**config.mk**
```make
export PLATFORM = sky130hd
export DESIGN_NAME = relay_response_timer
export DESIGN_NICKNAME = d
export VERILOG_FILES = /design/src/rrt_pkg.sv /design/src/rrt_div.sv /design/src/rrt_ctrl.sv /design/src/rrt_dp.sv /design/src/relay_response_timer.sv
export SDC_FILE = /design/constraint.sdc
export NUM_CORES = 1
export LEC_CHECK = 0
export BUFFER_PORTS_ARGS = -buffer_cell sky130_fd_sc_hd__clkbuf_2
export CORE_MARGIN = 2
export CORE_UTILIZATION = 58
export DETAILED_ROUTE_END_ITERATION = 8
export GPL_TIMING_DRIVEN = 0
export HOLD_SLACK_MARGIN = 0.05
export PLACE_DENSITY = 0.77
export SETUP_SLACK_MARGIN = 0.3
export SLEW_MARGIN = 10
export SYNTH_ARGS = -nofsm -noshare
export SYNTH_HDL_FRONTEND = slang
export SYNTH_HIERARCHICAL = 1
export SYNTH_SLANG_ARGS = --single-unit
```
**constraint.sdc**
```tcl
create_clock -name clk -period 7.6 [get_ports clk]
set_clock_uncertainty 0.2 [all_clocks]
set_input_delay 0 -clock clk [delete_from_list [all_inputs] [get_ports clk]]
set_output_delay 0 -clock clk [all_outputs]
set_load 0.01 [all_outputs]
```
**src/rrt_pkg.sv**
```systemverilog
// ----------------------------------------------------------------------------
// rrt_pkg
// Shared widths, reset values, register indexes and the control/status
// structs used between the relay timer controller and datapath.
// ----------------------------------------------------------------------------
package rrt_pkg;

  // Default generic values
  localparam int TIME_BITS_DEF  = 16;
  localparam int COUNT_BITS_DEF = 8;

  // Fixed field widths
  localparam int SUM_BITS      = 24;
  localparam int SAMPLE_BITS   = 16;
  localparam int NUM_BITS      = 8;
  localparam int GAP_BITS      = 16;
  localparam int TOTAL_BITS    = 8;
  localparam int CFG_DATA_BITS = 16;
  localparam int CFG_IDX_BITS  = 2;

  // Configuration reset values
  localparam logic [GAP_BITS-1:0]   OFF_GAP_RESET   = 16'd250;
  localparam logic [TOTAL_BITS-1:0] RUN_TOTAL_RESET = 8'd10;

  // Register indexes
  localparam logic [CFG_IDX_BITS-1:0] REG_OFF_GAP   = 2'd0;
  localparam logic [CFG_IDX_BITS-1:0] REG_RUN_TOTAL = 2'd1;

  // Controller to datapath commands
  typedef struct packed {
    logic step;   // apply one request to the timer state
    logic emit;   // move the pending result into the output register
  } ctrl_cmd_t;

  // Datapath to controller status
  typedef struct packed {
    logic avg_needed;  // the request being taken ends the measurement
    logic div_busy;    // average divider still iterating
    logic out_free;    // output register can take a result this cycle
  } dp_stat_t;

endpackage

```
**src/rrt_div.sv**
```systemverilog
// ----------------------------------------------------------------------------
// rrt_div
// Restoring divider, one quotient bit per cycle, for the final average.
// ----------------------------------------------------------------------------
module rrt_div #(
  parameter int DIVIDEND_BITS = rrt_pkg::SUM_BITS,
  parameter int DIVISOR_BITS  = rrt_pkg::COUNT_BITS_DEF
) (
  input  logic                     clk,
  input  logic                     rst_n,
  input  logic                     start,
  input  logic [DIVIDEND_BITS-1:0] dividend,
  input  logic [DIVISOR_BITS-1:0]  divisor,
  output logic                     busy,
  output logic [DIVIDEND_BITS-1:0] quotient
);

  localparam int CNT_BITS = $clog2(DIVIDEND_BITS + 1);

  logic [DIVIDEND_BITS-1:0] quo_r, quo_nxt;
  logic [DIVISOR_BITS-1:0]  rem_r, rem_nxt;
  logic [DIVISOR_BITS-1:0]  dvs_r;
  logic [CNT_BITS-1:0]      cnt_r, cnt_nxt;
  logic [DIVISOR_BITS:0]    shifted;
  logic [DIVISOR_BITS:0]    diff;
  logic                     fits;

  // One restoring step: shift in the next dividend bit, subtract if it fits
  assign shifted = {rem_r, quo_r[DIVIDEND_BITS-1]};
  assign diff    = shifted - {1'b0, dvs_r};
  assign fits    = (shifted >= {1'b0, dvs_r});

  always_comb begin
    quo_nxt = quo_r;
    rem_nxt = rem_r;
    cnt_nxt = cnt_r;
    if (start) begin
      quo_nxt = dividend;
      rem_nxt = '0;
      cnt_nxt = CNT_BITS'(DIVIDEND_BITS);
    end else if (cnt_r != '0) begin
      quo_nxt = {quo_r[DIVIDEND_BITS-2:0], fits};
      rem_nxt = fits ? diff[DIVISOR_BITS-1:0] : shifted[DIVISOR_BITS-1:0];
      cnt_nxt = cnt_r - 1'b1;
    end
  end

  // Hold the step counter under reset; operands need none
  always_ff @(posedge clk) begin
    if (!rst_n) begin
      cnt_r <= '0;
    end else begin
      cnt_r <= cnt_nxt;
    end
  end

  always_ff @(posedge clk) begin
    quo_r <= quo_nxt;
    rem_r <= rem_nxt;
    if (start) begin
      dvs_r <= divisor;
    end
  end

  assign busy     = (cnt_r != '0);
  assign quotient = quo_r;

endmodule

```
**src/rrt_ctrl.sv**
```systemverilog
// ----------------------------------------------------------------------------
// rrt_ctrl
// Sequencer: take a request, wait out the average divider when the run
// series ends, then hand the result to the output register.
// ----------------------------------------------------------------------------
module rrt_ctrl (
  input  logic               clk,
  input  logic               rst_n,
  input  logic               in_valid,
  output logic               in_ready,
  input  rrt_pkg::dp_stat_t  stat,
  output rrt_pkg::ctrl_cmd_t cmd
);

  typedef enum logic [2:0] {
    ST_IDLE = 3'b001,
    ST_DIV  = 3'b010,
    ST_EMIT = 3'b100
  } state_t;

  state_t state_r, state_nxt;

  always_comb begin
    state_nxt = state_r;
    cmd       = '0;
    in_ready  = 1'b0;
    unique case (state_r)
      ST_IDLE: begin
        in_ready = 1'b1;
        if (in_valid) begin
          cmd.step  = 1'b1;
          state_nxt = stat.avg_needed ? ST_DIV : ST_EMIT;
        end
      end
      ST_DIV: begin
        if (!stat.div_busy) begin
          state_nxt = ST_EMIT;
        end
      end
      ST_EMIT: begin
        if (stat.out_free) begin
          cmd.emit  = 1'b1;
          state_nxt = ST_IDLE;
        end
      end
      default: begin
        state_nxt = ST_IDLE;
      end
    endcase
  end

  always_ff @(posedge clk) begin
    if (!rst_n) begin
      state_r <= ST_IDLE;
    end else begin
      state_r <= state_nxt;
    end
  end

endmodule

```
**src/rrt_dp.sv**
```systemverilog
// ----------------------------------------------------------------------------
// rrt_dp
// Timer state, configuration registers, per-tick update, average divider
// and the output register.
// ----------------------------------------------------------------------------
module rrt_dp #(
  parameter int TIME_BITS  = rrt_pkg::TIME_BITS_DEF,
  parameter int COUNT_BITS = rrt_pkg::COUNT_BITS_DEF
) (
  input  logic                               clk,
  input  logic                               rst_n,
  input  rrt_pkg::ctrl_cmd_t                 cmd,
  output rrt_pkg::dp_stat_t                  stat,
  input  logic                               cfg_we,
  input  logic [rrt_pkg::CFG_IDX_BITS-1:0]   cfg_index,
  input  logic [rrt_pkg::CFG_DATA_BITS-1:0]  cfg_wdata,
  input  logic                               in_contact_fall,
  output logic                               out_valid,
  input  logic                               out_ready,
  output logic                               out_relay_drive,
  output logic                               out_sample_valid,
  output logic [rrt_pkg::SAMPLE_BITS-1:0]    out_sample_ms,
  output logic [rrt_pkg::NUM_BITS-1:0]       out_sample_number,
  output logic                               out_average_valid,
  output logic [rrt_pkg::SAMPLE_BITS-1:0]    out_average_ms,
  output logic                               out_finished
);

  localparam int SB = rrt_pkg::SUM_BITS;
  localparam int MB = rrt_pkg::SAMPLE_BITS;
  localparam int NB = rrt_pkg::NUM_BITS;
  localparam logic [TIME_BITS-1:0]  TIME_MAX  = '1;
  localparam logic [COUNT_BITS-1:0] COUNT_MAX = '1;
  localparam logic [SB-1:0]         SUM_MAX   = '1;
  localparam logic [MB-1:0]         SAMPLE_MAX = '1;

  // Configuration
  logic [rrt_pkg::GAP_BITS-1:0]   off_gap_r;
  logic [rrt_pkg::TOTAL_BITS-1:0] run_total_r;

  // Timer state
  logic                  relay_on_r, relay_on_nxt;
  logic [TIME_BITS-1:0]  off_ticks_r, off_ticks_nxt;
  logic [TIME_BITS-1:0]  on_ticks_r, on_ticks_nxt;
  logic [COUNT_BITS-1:0] runs_done_r, runs_done_nxt;
  logic [SB-1:0]         time_sum_r, time_sum_nxt;
  logic                  stopped_r, stopped_nxt;

  // Per-tick result fields
  logic                         s_valid;
  logic [MB-1:0]                s_ms;
  logic [rrt_pkg::NUM_BITS-1:0] s_num;
  logic                         a_valid;

  // Pending result, waiting for the divider and the output slot
  logic                         res_relay_r;
  logic                         res_s_valid_r;
  logic [MB-1:0]                res_s_ms_r;
  logic [rrt_pkg::NUM_BITS-1:0] res_s_num_r;
  logic                         res_a_valid_r;
  logic                         res_fin_r;
  logic                         div_zero_r;

  // Output register
  logic                         out_valid_r;
  logic                         out_relay_r;
  logic                         out_s_valid_r;
  logic [MB-1:0]                out_s_ms_r;
  logic [rrt_pkg::NUM_BITS-1:0] out_s_num_r;
  logic                         out_a_valid_r;
  logic [MB-1:0]                out_a_ms_r;
  logic                         out_fin_r;

  logic          div_busy;
  logic [SB-1:0] quotient;
  logic [MB-1:0] avg_ms;

  // Advance the timer by one tick
  always_comb begin
    logic [31:0] on_ext;
    logic [SB:0] sum_ext;
    relay_on_nxt  = relay_on_r;
    off_ticks_nxt = off_ticks_r;
    on_ticks_nxt  = on_ticks_r;
    runs_done_nxt = runs_done_r;
    time_sum_nxt  = time_sum_r;
    stopped_nxt   = stopped_r;
    s_valid       = 1'b0;
    s_ms          = '0;
    s_num         = '0;
    a_valid       = 1'b0;
    on_ext        = '0;
    sum_ext       = '0;
    if (!stopped_r) begin
      // Count ticks of the current phase
      if (relay_on_r) begin
        if (on_ticks_r != TIME_MAX) begin
          on_ticks_nxt = on_ticks_r + 1'b1;
        end
      end else if (off_ticks_r != TIME_MAX) begin
        off_ticks_nxt = off_ticks_r + 1'b1;
      end
      // Switch on once the off gap has elapsed
      if (!relay_on_nxt && (32'(off_ticks_nxt) >= 32'(off_gap_r))) begin
        relay_on_nxt = 1'b1;
        on_ticks_nxt = '0;
      end
      // First contact edge while on ends the run
      if (relay_on_nxt && in_contact_fall) begin
        on_ext = 32'(on_ticks_nxt);
        s_ms   = (on_ext > 32'(SAMPLE_MAX)) ? SAMPLE_MAX : on_ext[MB-1:0];
        if (runs_done_r != COUNT_MAX) begin
          runs_done_nxt = runs_done_r + 1'b1;
        end
        sum_ext       = {1'b0, time_sum_r} + (SB + 1)'(s_ms);
        time_sum_nxt  = sum_ext[SB] ? SUM_MAX : sum_ext[SB-1:0];
        relay_on_nxt  = 1'b0;
        off_ticks_nxt = '0;
        s_valid       = 1'b1;
        s_num         = NB'(runs_done_nxt);
      end
      // Stop after the set number of runs
      if (32'(runs_done_nxt) >= 32'(run_total_r)) begin
        a_valid     = 1'b1;
        stopped_nxt = 1'b1;
      end
    end
  end

  // Timer state and configuration registers
  always_ff @(posedge clk) begin
    if (!rst_n) begin
      off_gap_r   <= rrt_pkg::OFF_GAP_RESET;
      run_total_r <= rrt_pkg::RUN_TOTAL_RESET;
      relay_on_r  <= 1'b0;
      off_ticks_r <= '0;
      on_ticks_r  <= '0;
      runs_done_r <= '0;
      time_sum_r  <= '0;
      stopped_r   <= 1'b0;
    end else begin
      if (cfg_we) begin
        unique case (cfg_index)
          rrt_pkg::REG_OFF_GAP:   off_gap_r   <= cfg_wdata[rrt_pkg::GAP_BITS-1:0];
          rrt_pkg::REG_RUN_TOTAL: run_total_r <= cfg_wdata[rrt_pkg::TOTAL_BITS-1:0];
          default: ;
        endcase
      end
      if (cmd.step) begin
        relay_on_r  <= relay_on_nxt;
        off_ticks_r <= off_ticks_nxt;
        on_ticks_r  <= on_ticks_nxt;
        runs_done_r <= runs_done_nxt;
        time_sum_r  <= time_sum_nxt;
        stopped_r   <= stopped_nxt;
      end
    end
  end

  // Capture the result of the request just taken
  always_ff @(posedge clk) begin
    if (cmd.step) begin
      res_relay_r   <= relay_on_nxt;
      res_s_valid_r <= s_valid;
      res_s_ms_r    <= s_ms;
      res_s_num_r   <= s_num;
      res_a_valid_r <= a_valid;
      res_fin_r     <= stopped_nxt;
      div_zero_r    <= (runs_done_nxt == '0);
    end
  end

  // Average: sum over runs divided by the run count in the iterative divider
  rrt_div #(
    .DIVIDEND_BITS (SB),
    .DIVISOR_BITS  (COUNT_BITS)
  ) u_div (
    .clk      (clk),
    .rst_n    (rst_n),
    .start    (cmd.step && a_valid),
    .dividend (time_sum_nxt),
    .divisor  (runs_done_nxt),
    .busy     (div_busy),
    .quotient (quotient)
  );

  // Cap the mean at the sample range; no runs gives zero
  assign avg_ms = (!res_a_valid_r || div_zero_r) ? '0 :
                  ((quotient[SB-1:MB] != '0) ? SAMPLE_MAX : quotient[MB-1:0]);

  // Output register: load on emit, drop when taken
  always_ff @(posedge clk) begin
    if (!rst_n) begin
      out_valid_r <= 1'b0;
    end else if (cmd.emit) begin
      out_valid_r <= 1'b1;
    end else if (out_ready) begin
      out_valid_r <= 1'b0;
    end
  end

  always_ff @(posedge clk) begin
    if (cmd.emit) begin
      out_relay_r   <= res_relay_r;
      out_s_valid_r <= res_s_valid_r;
      out_s_ms_r    <= res_s_ms_r;
      out_s_num_r   <= res_s_num_r;
      out_a_valid_r <= res_a_valid_r;
      out_a_ms_r    <= avg_ms;
      out_fin_r     <= res_fin_r;
    end
  end

  assign stat.avg_needed = a_valid;
  assign stat.div_busy   = div_busy;
  assign stat.out_free   = !out_valid_r || out_ready;

  assign out_valid         = out_valid_r;
  assign out_relay_drive   = out_relay_r;
  assign out_sample_valid  = out_s_valid_r;
  assign out_sample_ms     = out_s_ms_r;
  assign out_sample_number = out_s_num_r;
  assign out_average_valid = out_a_valid_r;
  assign out_average_ms    = out_a_ms_r;
  assign out_finished      = out_fin_r;

  // Once stopped, the block stays stopped
  a_stop_sticky: assert property (@(posedge clk) disable iff (!rst_n)
    stopped_r |=> stopped_r)
    else $error("stopped flag cleared");

  // Run count never goes back
  a_runs_mono: assert property (@(posedge clk) disable iff (!rst_n)
    1'b1 |=> runs_done_r >= $past(runs_done_r))
    else $error("run count decreased");

  // No new request while the divider works
  a_no_step_div: assert property (@(posedge clk) disable iff (!rst_n)
    cmd.step |-> !div_busy)
    else $error("request taken during divide");

  // Emit never overwrites an untaken result
  a_emit_free: assert property (@(posedge clk) disable iff (!rst_n)
    cmd.emit |-> (!out_valid_r || out_ready))
    else $error("result overwritten");

endmodule

```
**src/relay_response_timer.sv**
```systemverilog
// ----------------------------------------------------------------------------
// relay_response_timer
// Measures relay activation time over a series of runs and reports the mean.
//
//   channel  direction  handshake            payload
//   in_      input      in_valid/in_ready    contact_fall (one tick per request)
//   out_     output     out_valid/out_ready  relay, sample, average, finished
//   cfg_     input      cfg_we               cfg_index, cfg_wdata
//
// A request holds the block from its accepting cycle in ST_IDLE until ST_EMIT
// loads its result into the output register. The request that ends the
// series first waits in ST_DIV while the one-bit-per-cycle divider works out
// the average, then loads its result from ST_EMIT.
// A new request is accepted while a result waits in the output register; a
// waiting result then stalls the load and the acceptance after it. Reset is
// synchronous and active low, and restores the off gap of 250 ticks and the
// run total of 10.
// ----------------------------------------------------------------------------
module relay_response_timer #(
  parameter int TIME_BITS  = rrt_pkg::TIME_BITS_DEF,
  parameter int COUNT_BITS = rrt_pkg::COUNT_BITS_DEF
) (
  input  logic                               clk,
  input  logic                               rst_n,
  input  logic                               cfg_we,
  input  logic [rrt_pkg::CFG_IDX_BITS-1:0]   cfg_index,
  input  logic [rrt_pkg::CFG_DATA_BITS-1:0]  cfg_wdata,
  input  logic                               in_valid,
  output logic                               in_ready,
  input  logic                               in_contact_fall,
  output logic                               out_valid,
  input  logic                               out_ready,
  output logic                               out_relay_drive,
  output logic                               out_sample_valid,
  output logic [rrt_pkg::SAMPLE_BITS-1:0]    out_sample_ms,
  output logic [rrt_pkg::NUM_BITS-1:0]       out_sample_number,
  output logic                               out_average_valid,
  output logic [rrt_pkg::SAMPLE_BITS-1:0]    out_average_ms,
  output logic                               out_finished
);

  rrt_pkg::ctrl_cmd_t cmd;
  rrt_pkg::dp_stat_t  stat;

  // Sequence requests
  rrt_ctrl u_ctrl (
    .clk      (clk),
    .rst_n    (rst_n),
    .in_valid (in_valid),
    .in_ready (in_ready),
    .stat     (stat),
    .cmd      (cmd)
  );

  // Timer state and arithmetic
  rrt_dp #(
    .TIME_BITS  (TIME_BITS),
    .COUNT_BITS (COUNT_BITS)
  ) u_dp (
    .clk               (clk),
    .rst_n             (rst_n),
    .cmd               (cmd),
    .stat              (stat),
    .cfg_we            (cfg_we),
    .cfg_index         (cfg_index),
    .cfg_wdata         (cfg_wdata),
    .in_contact_fall   (in_contact_fall),
    .out_valid         (out_valid),
    .out_ready         (out_ready),
    .out_relay_drive   (out_relay_drive),
    .out_sample_valid  (out_sample_valid),
    .out_sample_ms     (out_sample_ms),
    .out_sample_number (out_sample_number),
    .out_average_valid (out_average_valid),
    .out_average_ms    (out_average_ms),
    .out_finished      (out_finished)
  );

endmodule

```
==> key figures, run 1 <==
Floorplanning
  • Horizontal die dimension: 146 um
  • Chip Height: 146 um
  • Die ar.: 21,400 sq um
  • Top-level I/O count: 70
  • Area inside the core boundary: 20,000 sq um
  • Number of placement rows: 52
  • Starting density of the core: 58.6%

Synthesis
  • Sequential-to-total area share from yosys stat: 45.1%
  • Ys flop type: sky130_fd_sc_hd__dfxtp_1
  • Synthesized area: 11,700 sq um
  • XOR/XNOR Fraction of Synth Area: 3.43%
  • Cell types with the highest counts after synthesis: 120 x sky130_fd_sc_hd__nor2_1, 117 x sky130_fd_sc_hd__nand2_1, 107 x sky130_fd_sc_hd__dfxtp_1
  • Cells taking the most area after synthesis: sky130_fd_sc_hd__edfxtp_1 27%, sky130_fd_sc_hd__dfxtp_1 18%, sky130_fd_sc_hd__ha_1 5.5%
  • Multiplexer area fraction after synthesis: 3.80%
  • Yosys top cell area share: 26.9%
  • Mean cell area of the mapped netlist: 9.42 sq um
  • Fraction of the mapped netlist area in simple logic gates: 19.7%
  • Most used standard cell by instance count after synthesis: sky130_fd_sc_hd__nor2_1
  • Combinational family with the most area after synthesis: simple AND/OR/NAND/NOR gates
  • Cell count after synthesis: 1,247
  • Syn Nets: 1,325
  • Post-synth top area cell: sky130_fd_sc_hd__edfxtp_1
  • Post-synthesis share of cell area spent on full adders, half adders and majority gates: 5.88%
  • Post-synth cell types: 95
  • Post-synth ARST share: 0%
  • Flops & latches, synth: 212
  • Number of synthesis warnings: 6
  • Number of synthesized flops with an enable pin: 105
  • Synthesized-area fraction occupied by ao, oa, aoi and oai cells: 17.5%

Setup path
  • Critical Path Sink Type: flip-flop
  • Crit start category: flip-flop
  • Signal arrival time at the worst endpoint: 7.02 ns
  • Worst-path fanout max: 10
  • Data required time at the worst endpoint: 7.67 ns
  • Worst setup path class: reg2reg

Pwr
  • Sw power: 0.000981 W
  • Clock group share of total power: 34.4%
  • Leakage: 5.43 nW
  • Worst IR Drop VDD: 0.179 mV
  • Internal power component: 0.00237 W
  • Part of the total power dissipated in combinational logic: 21.9%
  • Switching portion of total power: 29.3%
  • Seq pwr share: 43.6%
  • Power density of the placed cells: 243 nW/um^2

Clock tree
  • Clock Pin Slew Worst Setup and Hold Paths: 0.06 ns
  • Count of H-tree levels built during CTS: 1
  • Longest Clk Path Bufs: 3
  • Clock insertion delay at the later pin of the skew report: 0.52 ns
  • Clock root cell: sky130_fd_sc_hd__clkbuf_16
  • TritonCTS clock tree: done
  • Number of clock sinks seen by CTS: 212
  • Inserted Clock Buffers: 23

Timing
  • Max-slew violation count: 0
  • Relative slew margins: 38.4%
  • Number of setup violations in the final report: 0
  • Minimum hold slack: 0.0820 ns
  • Setup repair after global routing missed its margin: true
  • Worst-case setup margin in the final layout: 0.653 ns
  • Max Freq: 0.144 GHz
  • Shortest period the worst path allows: 6.95 ns
  • Actual slew at the worst max-slew pin: 0.925 ns
  • Fin crit share: 91.4%
  • Endpoints failing hold: 0

Global route
  • Global-route total usage across every layer: 28.0%
  • Antenna violations before repair: 0
  • Pin count of the biggest net entering global routing: 25
  • Number of global-route vias before repair: 9,359
  • Wire length of the first global-routing pass: 48,600 um
  • Total gr overflow: 0

Outcome
  • Status: completed

Detailed routing
  • DRC viols: 0
  • DRT iter0 DRCs: 1,002
  • Via count: 10,000
  • Total Routed Length: 30,600 um
  • First-pass detailed-route iteration total: 5
  • Drt via density: 5.95
  • Detail Route Antenna Nets: 0
  • Routed len/inst: 18.2 um

Place
  • Minimum setup slack after placement: -0.0782 ns
  • RD Place Congestion: 0.917
  • Placed wire-length estimate: 21,000 um
  • Port bufs: 69

Min path
  • Min-Delay Path Class: in2reg

Final layout
  • Count of nets after finishing: 1,473
  • Number of antenna cells inserted: 0
  • Growth of design area from synthesis to finish: 17.6%
  • Share of cells above drive strength 1: 15.3%

Run
  • Max-cap violations: 0
## cell type report
class / instances / area, sq um
Clock inverter: 14 / 131
Multi-Input combinational cell: 906 / 5960
Timing Repair inverter: 1 / 7.51
Inverter: 55 / 210
Sequential cell: 212 / 5300
Fill cell: 1564 / 6240
Buffer: 74 / 342
Clock buffer: 28 / 657
Tap cell: 270 / 338
Timing Repair Buffer: 122 / 865
## final timing paths
path,to,slack (ns),startpoint,cells after the start
max reg2reg,u_dp/u_div/quotient[8],0.65,u_dp/off_ticks_r[3],24
max,u_dp/u_div/quotient[8],0.65,u_dp/off_ticks_r[3],24
min reg2reg,u_dp/out_sample_ms[12],0.21,u_dp/res_s_ms_r[12],0
min,u_dp/run_total_r[2],0.08,cfg_wdata[2],4
## repair_timing
item | 4_1_cts | 5_1_grt
endpoints found under the setup margin | 37 | 57
endpoints found under the hold margin | 85 | 0
hold buffers | 44 | 0
cloned | 0 | 1
resized for setup | 3 | 17
pin swaps | 0 | 0
buffers inserted | 0 | 2
## logic make-up (layout without fill, tap and decap cells)
group | count (synthesis) | count (layout)
AND/OR/NAND/NOR | 454 | 454
AO/OA/AOI/OAI | 311 | 311
flip-flops | 212 | 212
buffers and inverters | 129 | 294
adder cells (fa/ha/maj) | 54 | 54
XOR/XNOR | 46 | 46
multiplexers | 41 | 41
## per-stage QoR
stage / total power, W / cells / TNS (ns) / util, % / instance area, sq um
2_1_floorplan: 0.00197 / 1247 / 0 / - / 11700
3_3_place_gp: 0.00212 / 1586 / 0 / 62.0 / 12400
3_5_place_dp: 0.00216 / 1593 / -1.82 / 62.3 / 12500
4_1_cts: 0.00333 / 1679 / 0 / 68.5 / 13700
5_1_grt: 0.00350 / 1682 / 0 / 68.9 / 13800
6_report: 0.00335 / 1682 / 0 / 68.9 / 13800
## state kept, by name (all words and copies together), names as in the netlist, 16 cells and up
name,cells
u_dp/out_average_ms,16
u_dp/res_s_ms_r,16
u_dp/out_sample_ms,16
u_dp/u_div/quotient,24
u_dp/off_ticks_r,16
u_dp/time_sum_r,24
u_dp/off_gap_r,16
u_dp/on_ticks_r,16
## routing by layer
metal / track usage, % / wire length (um) / vias up
met1: 39.0 / 13400 / 4726
met2: 45.6 / 14200 / 352
met3: 3.50 / 2090 / 73
li1: - / - / 4850
met5: 0 / 0 / -
met4: 9.85 / 911 / 0
## worst max-delay path, stage by stage (launching register included)
cell and delay, ns:
sky130_fd_sc_hd__dfxtp_1 0.44, sky130_fd_sc_hd__and4_1 0.28, sky130_fd_sc_hd__nand4_1 0.22, sky130_fd_sc_hd__o31a_1 0.37
sky130_fd_sc_hd__clkbuf_1 0.24, sky130_fd_sc_hd__and4_1 0.31, sky130_fd_sc_hd__xor2_1 0.17, sky130_fd_sc_hd__ha_1 0.29
sky130_fd_sc_hd__nand4_1 0.17, sky130_fd_sc_hd__or4_4 0.58, sky130_fd_sc_hd__o21ai_1 0.29, sky130_fd_sc_hd__nand2_2 0.19
sky130_fd_sc_hd__nand2_1 0.21, sky130_fd_sc_hd__inv_1 0.11, sky130_fd_sc_hd__fa_1 0.48, sky130_fd_sc_hd__a211oi_2 0.30
sky130_fd_sc_hd__o21ai_1 0.15, sky130_fd_sc_hd__a31oi_2 0.26, sky130_fd_sc_hd__o21ai_1 0.23, sky130_fd_sc_hd__and2_1 0.22
sky130_fd_sc_hd__buf_2 0.17, sky130_fd_sc_hd__buf_2 0.22, sky130_fd_sc_hd__nor3_1 0.25, sky130_fd_sc_hd__nor2_1 0.09
sky130_fd_sc_hd__mux2_2 0.27
## power groups by stage
stage	Clock (W)	Combinational, W	Sequential [W]
3_3_place_gp	0	0.000641	0.00148
6_report	0.00115	0.000735	0.00146
2_1_floorplan	0	0.000513	0.00146
3_5_place_dp	0	0.000671	0.00149
5_1_grt	0.00121	0.000811	0.00148
4_1_cts	0.00117	0.000696	0.00146
## cells in the final DEF (no fill, tap or decap), types with 31 or more instances in the layout
| master | instances |
|---|---|
| sky130_fd_sc_hd__nor2_1 | 118 |
| sky130_fd_sc_hd__nand2_1 | 116 |
| sky130_fd_sc_hd__dfxtp_1 | 107 |
| sky130_fd_sc_hd__edfxtp_1 | 105 |
| sky130_fd_sc_hd__a21oi_1 | 77 |
| sky130_fd_sc_hd__clkbuf_2 | 76 |
| sky130_fd_sc_hd__o21ai_0 | 71 |
| sky130_fd_sc_hd__inv_1 | 53 |
| sky130_fd_sc_hd__ha_1 | 52 |
| sky130_fd_sc_hd__dlygate4sd3_1 | 44 |
| sky130_fd_sc_hd__clkbuf_1 | 38 |
| sky130_fd_sc_hd__nand3_1 | 36 |
| sky130_fd_sc_hd__nor3_1 | 31 |
Power figures use the tool's default switching activity.
==> inputs of run 2 (changes only) <==
--- a/config.mk
+++ b/config.mk
@@ -5,13 +5,13 @@
 export SDC_FILE = /design/constraint.sdc
 export NUM_CORES = 1
 export LEC_CHECK = 0
+export ABC_AREA = 1
 export BUFFER_PORTS_ARGS = -buffer_cell sky130_fd_sc_hd__clkbuf_2
 export CORE_MARGIN = 2
 export CORE_UTILIZATION = 58
 export DETAILED_ROUTE_END_ITERATION = 8
-export GPL_TIMING_DRIVEN = 0
 export HOLD_SLACK_MARGIN = 0.05
-export PLACE_DENSITY = 0.77
+export PLACE_DENSITY = 0.76
 export SETUP_SLACK_MARGIN = 0.3
 export SLEW_MARGIN = 10
 export SYNTH_ARGS = -nofsm -noshare
==> constraint.sdc (replaced) <==
create_clock -name clk -period 8 [get_ports clk]
set_clock_uncertainty 0.2 [all_clocks]
set_input_delay 0 -clock clk [delete_from_list [all_inputs] [get_ports clk]]
set_output_delay 0 -clock clk [all_outputs]
set_load 0.01 [all_outputs]
==> key figures, run 2 <==
Detailed routing
  • Routed len/inst: 14.6 um
  • Total Routed Length: 28,200 um
  • Drt via density: 5.38
  • First-pass detailed-route iteration total: 5
  • Detail Route Antenna Nets: 0
  • Via count: 10,400
  • DRC viols: 0
  • DRT iter0 DRCs: 807

Final layout
  • Leading cell type in the layout, fill and taps excluded: sky130_fd_sc_hd__nand2_1
  • Share of cells above drive strength 1: 10.1%
  • Leading cell types in the layout, fill and taps excluded: 395 x sky130_fd_sc_hd__nand2_1, 228 x sky130_fd_sc_hd__inv_1, 130 x sky130_fd_sc_hd__a21oi_1
  • Core utilization of the finished layout: 67.3%
  • Count of nets after finishing: 1,721
  • Number of antenna cells inserted: 0
  • Growth of design area from synthesis to finish: 14.1%
  • Final standard cell count with taps included and fillers excluded: 1,929
  • Post-Layout Inst Area: 13,600 sq um

Pwr
  • Leakage: 6.49 nW
  • Worst IR Drop VDD: 0.198 mV
  • Power after layout: 0.00527 W
  • Power density of the placed cells: 388 nW/um^2

Synthesis
  • Yosys top cell area share: 26.5%
  • Cell count after synthesis: 1,550
  • Syn Nets: 1,628
  • Post-synth ARST share: 0%
  • Most used standard cell by instance count after synthesis: sky130_fd_sc_hd__nand2_1
  • Cells taking the most area after synthesis: sky130_fd_sc_hd__edfxtp_1 27%, sky130_fd_sc_hd__dfxtp_1 18%, sky130_fd_sc_hd__nand2_1 12%
  • Ys flop type: sky130_fd_sc_hd__dfxtp_1
  • Combinational family with the most area after synthesis: simple AND/OR/NAND/NOR gates
  • Number of synthesis warnings: 6
  • XOR/XNOR Fraction of Synth Area: 2.87%
  • Post-synthesis share of cell area spent on full adders, half adders and majority gates: 5.81%
  • Cell types with the highest counts after synthesis: 395 x sky130_fd_sc_hd__nand2_1, 228 x sky130_fd_sc_hd__inv_1, 130 x sky130_fd_sc_hd__a21oi_1
  • Post-synth top area cell: sky130_fd_sc_hd__edfxtp_1
  • Fraction of the mapped netlist area in simple logic gates: 24.9%
  • Sequential-to-total area share from yosys stat: 44.5%
  • Flops & latches, synth: 212
  • Synthesized-area fraction occupied by ao, oa, aoi and oai cells: 12.5%
  • Synthesized area: 11,900 sq um
  • Number of synthesized flops with an enable pin: 105
  • Post-synth cell types: 52
  • Multiplexer area fraction after synthesis: 0%
  • Mean cell area of the mapped netlist: 7.67 sq um

Clock tree
  • Post_cts resized: 0
  • Clock root cell: sky130_fd_sc_hd__clkbuf_16
  • Post-CTS setup buffer count: 0
  • TritonCTS clock tree: done
  • Clock Pin Slew Worst Setup and Hold Paths: 0.06 ns
  • Number of clock sinks seen by CTS: 212
  • Inserted Clock Buffers: 23
  • Clock insertion delay at the later pin of the skew report: 0.51 ns
  • Longest Clk Path Bufs: 3
  • Count of H-tree levels built during CTS: 1

Setup path
  • Crit start category: flip-flop
  • CP Buf/Inv Count: 8
  • Cell repeated most along the worst path: sky130_fd_sc_hd__nand2_1
  • Data required time at the worst endpoint: 7.92 ns
  • Worst-path fanout max: 34
  • Crit path largest cell delay: 0.78 ns
  • Critical Path Sink Type: flip-flop
  • Cell with the largest stage delay on the worst path: sky130_fd_sc_hd__dfxtp_1
  • Signal arrival time at the worst endpoint: 5.92 ns
  • Worst setup path class: reg2reg
  • Delay-heaviest family, CP: buffers and inverters

Global route
  • Total gr overflow: 0
  • Wire length of the first global-routing pass: 46,700 um
  • Global-route total usage across every layer: 26.0%
  • Number of global-route vias before repair: 9,530
  • Routing usage on met2: 42.4%
  • Grt met1 use: 37.0%
  • Pin count of the biggest net entering global routing: 81
  • Met3 demand-to-capacity share in global routing: 3.20%
  • Antenna violations before repair: 0
  • GR peak layer: met2

Timing
  • Fin crit share: 74.9%
  • Final setup TNS: 0 ns
  • Max Freq: 0.167 GHz
  • Max-slew violation count: 0
  • Number of setup violations in the final report: 0
  • Relative slew margins: 41.3%
  • Actual slew at the worst max-slew pin: 0.879 ns
  • Setup repair after global routing missed its margin: false
  • Shortest period the worst path allows: 5.99 ns
  • Endpoints failing hold: 0

Floorplanning
  • Starting density of the core: 59.0%
  • Number of placement rows: 52
  • Area inside the core boundary: 20,200 sq um
  • Top-level I/O count: 70
  • Die ar.: 21,700 sq um
  • Horizontal die dimension: 147 um
  • Chip Height: 147 um

Place
  • Placed Instance Area: 12,500 sq um
  • Port bufs: 69
  • RD Place Congestion: 0.968
  • Total instance count after detailed placement: 1,851
  • Placed wire-length estimate: 19,400 um

Outcome
  • Status: completed

Min path
  • Min-Delay Path Class: in2reg

Run
  • Max-cap violations: 0
## run 2: cell count changes after synthesis, sizes merged, moves of 25 or more
| cell | before | now |
|---|---|---|
| a21oi | 78 | 135 |
| and3 | 28 | 1 |
| inv | 54 | 240 |
| mux2 | 29 | 0 |
| nand2 | 117 | 405 |
| nand3 | 36 | 94 |
| o21a | 26 | 1 |
| o21ai | 82 | 126 |
## run 2: stage by stage
step	hold WS (ns)	worst slack, ns
CTS	0.0693	2.04
global placement	0.0422	2.20
finish	0.110	2.01
floorplan	-0.0696	2.51
global route	0.127	1.26
detailed placement	0.0515	2.05
## run 2: cells by family after synthesis
kind of cell	Yosys count
buf+inv	290
simple gates	674
flops	212
compound gates	281
xor+xnor	39
fa+ha+maj	54
## run 2: metal layers
layer	routed length [um]	vias up
met5	0	-
met4	666	0
met3	1800	56
met2	12900	347
met1	12800	4731
li1	-	5248
## run 2: where the power goes
group          leakage, nW  internal, W  total [W]  switching (W)
clock                0.362     0.000631    0.00105       0.000424
sequential            1.88      0.00160    0.00186       0.000260
combinational         4.24     0.000763    0.00236        0.00160
## run 2: final cells by class
class,count,area [sq um]
inverters,245,926
flip-flops and latches,212,5300
fillers,1688,6590
clock inverters,16,159
well taps,270,338
repair buffers,113,768
multi-input cells,1048,5500
clock buffers,25,593
## run 2: final timing paths
check	start	to	cells past startpoint	slack [ns]
max reg2reg	u_dp/relay_on_r	u_dp/u_div/quotient[14]	29	2.01
min reg2reg	u_dp/res_s_valid_r	u_dp/out_sample_valid	0	0.22
max	u_dp/relay_on_r	u_dp/u_div/quotient[14]	29	2.01
min	cfg_wdata[3]	u_dp/run_total_r[3]	4	0.11
## run 2: what timing repair did
| action | in CTS | in global routing |
|---|---|---|
| endpoints found under the setup margin | 0 | 0 |
| hold buffers | 37 | 0 |
| hold endpoints to repair | 101 | 0 |
## run 2: worst reg2reg max path, delay by kind of cell, from the launching register on
| family | cells | cell delay (ns) |
|---|---|---|
| AND/OR/NAND/NOR | 15 | 1.68 |
| AO/OA/AOI/OAI | 3 | 0.36 |
| flip-flops | 1 | 0.78 |
| adder cells (fa/ha/maj) | 2 | 0.60 |
| XOR/XNOR | 1 | 0.15 |
| buffers and inverters | 8 | 1.83 |
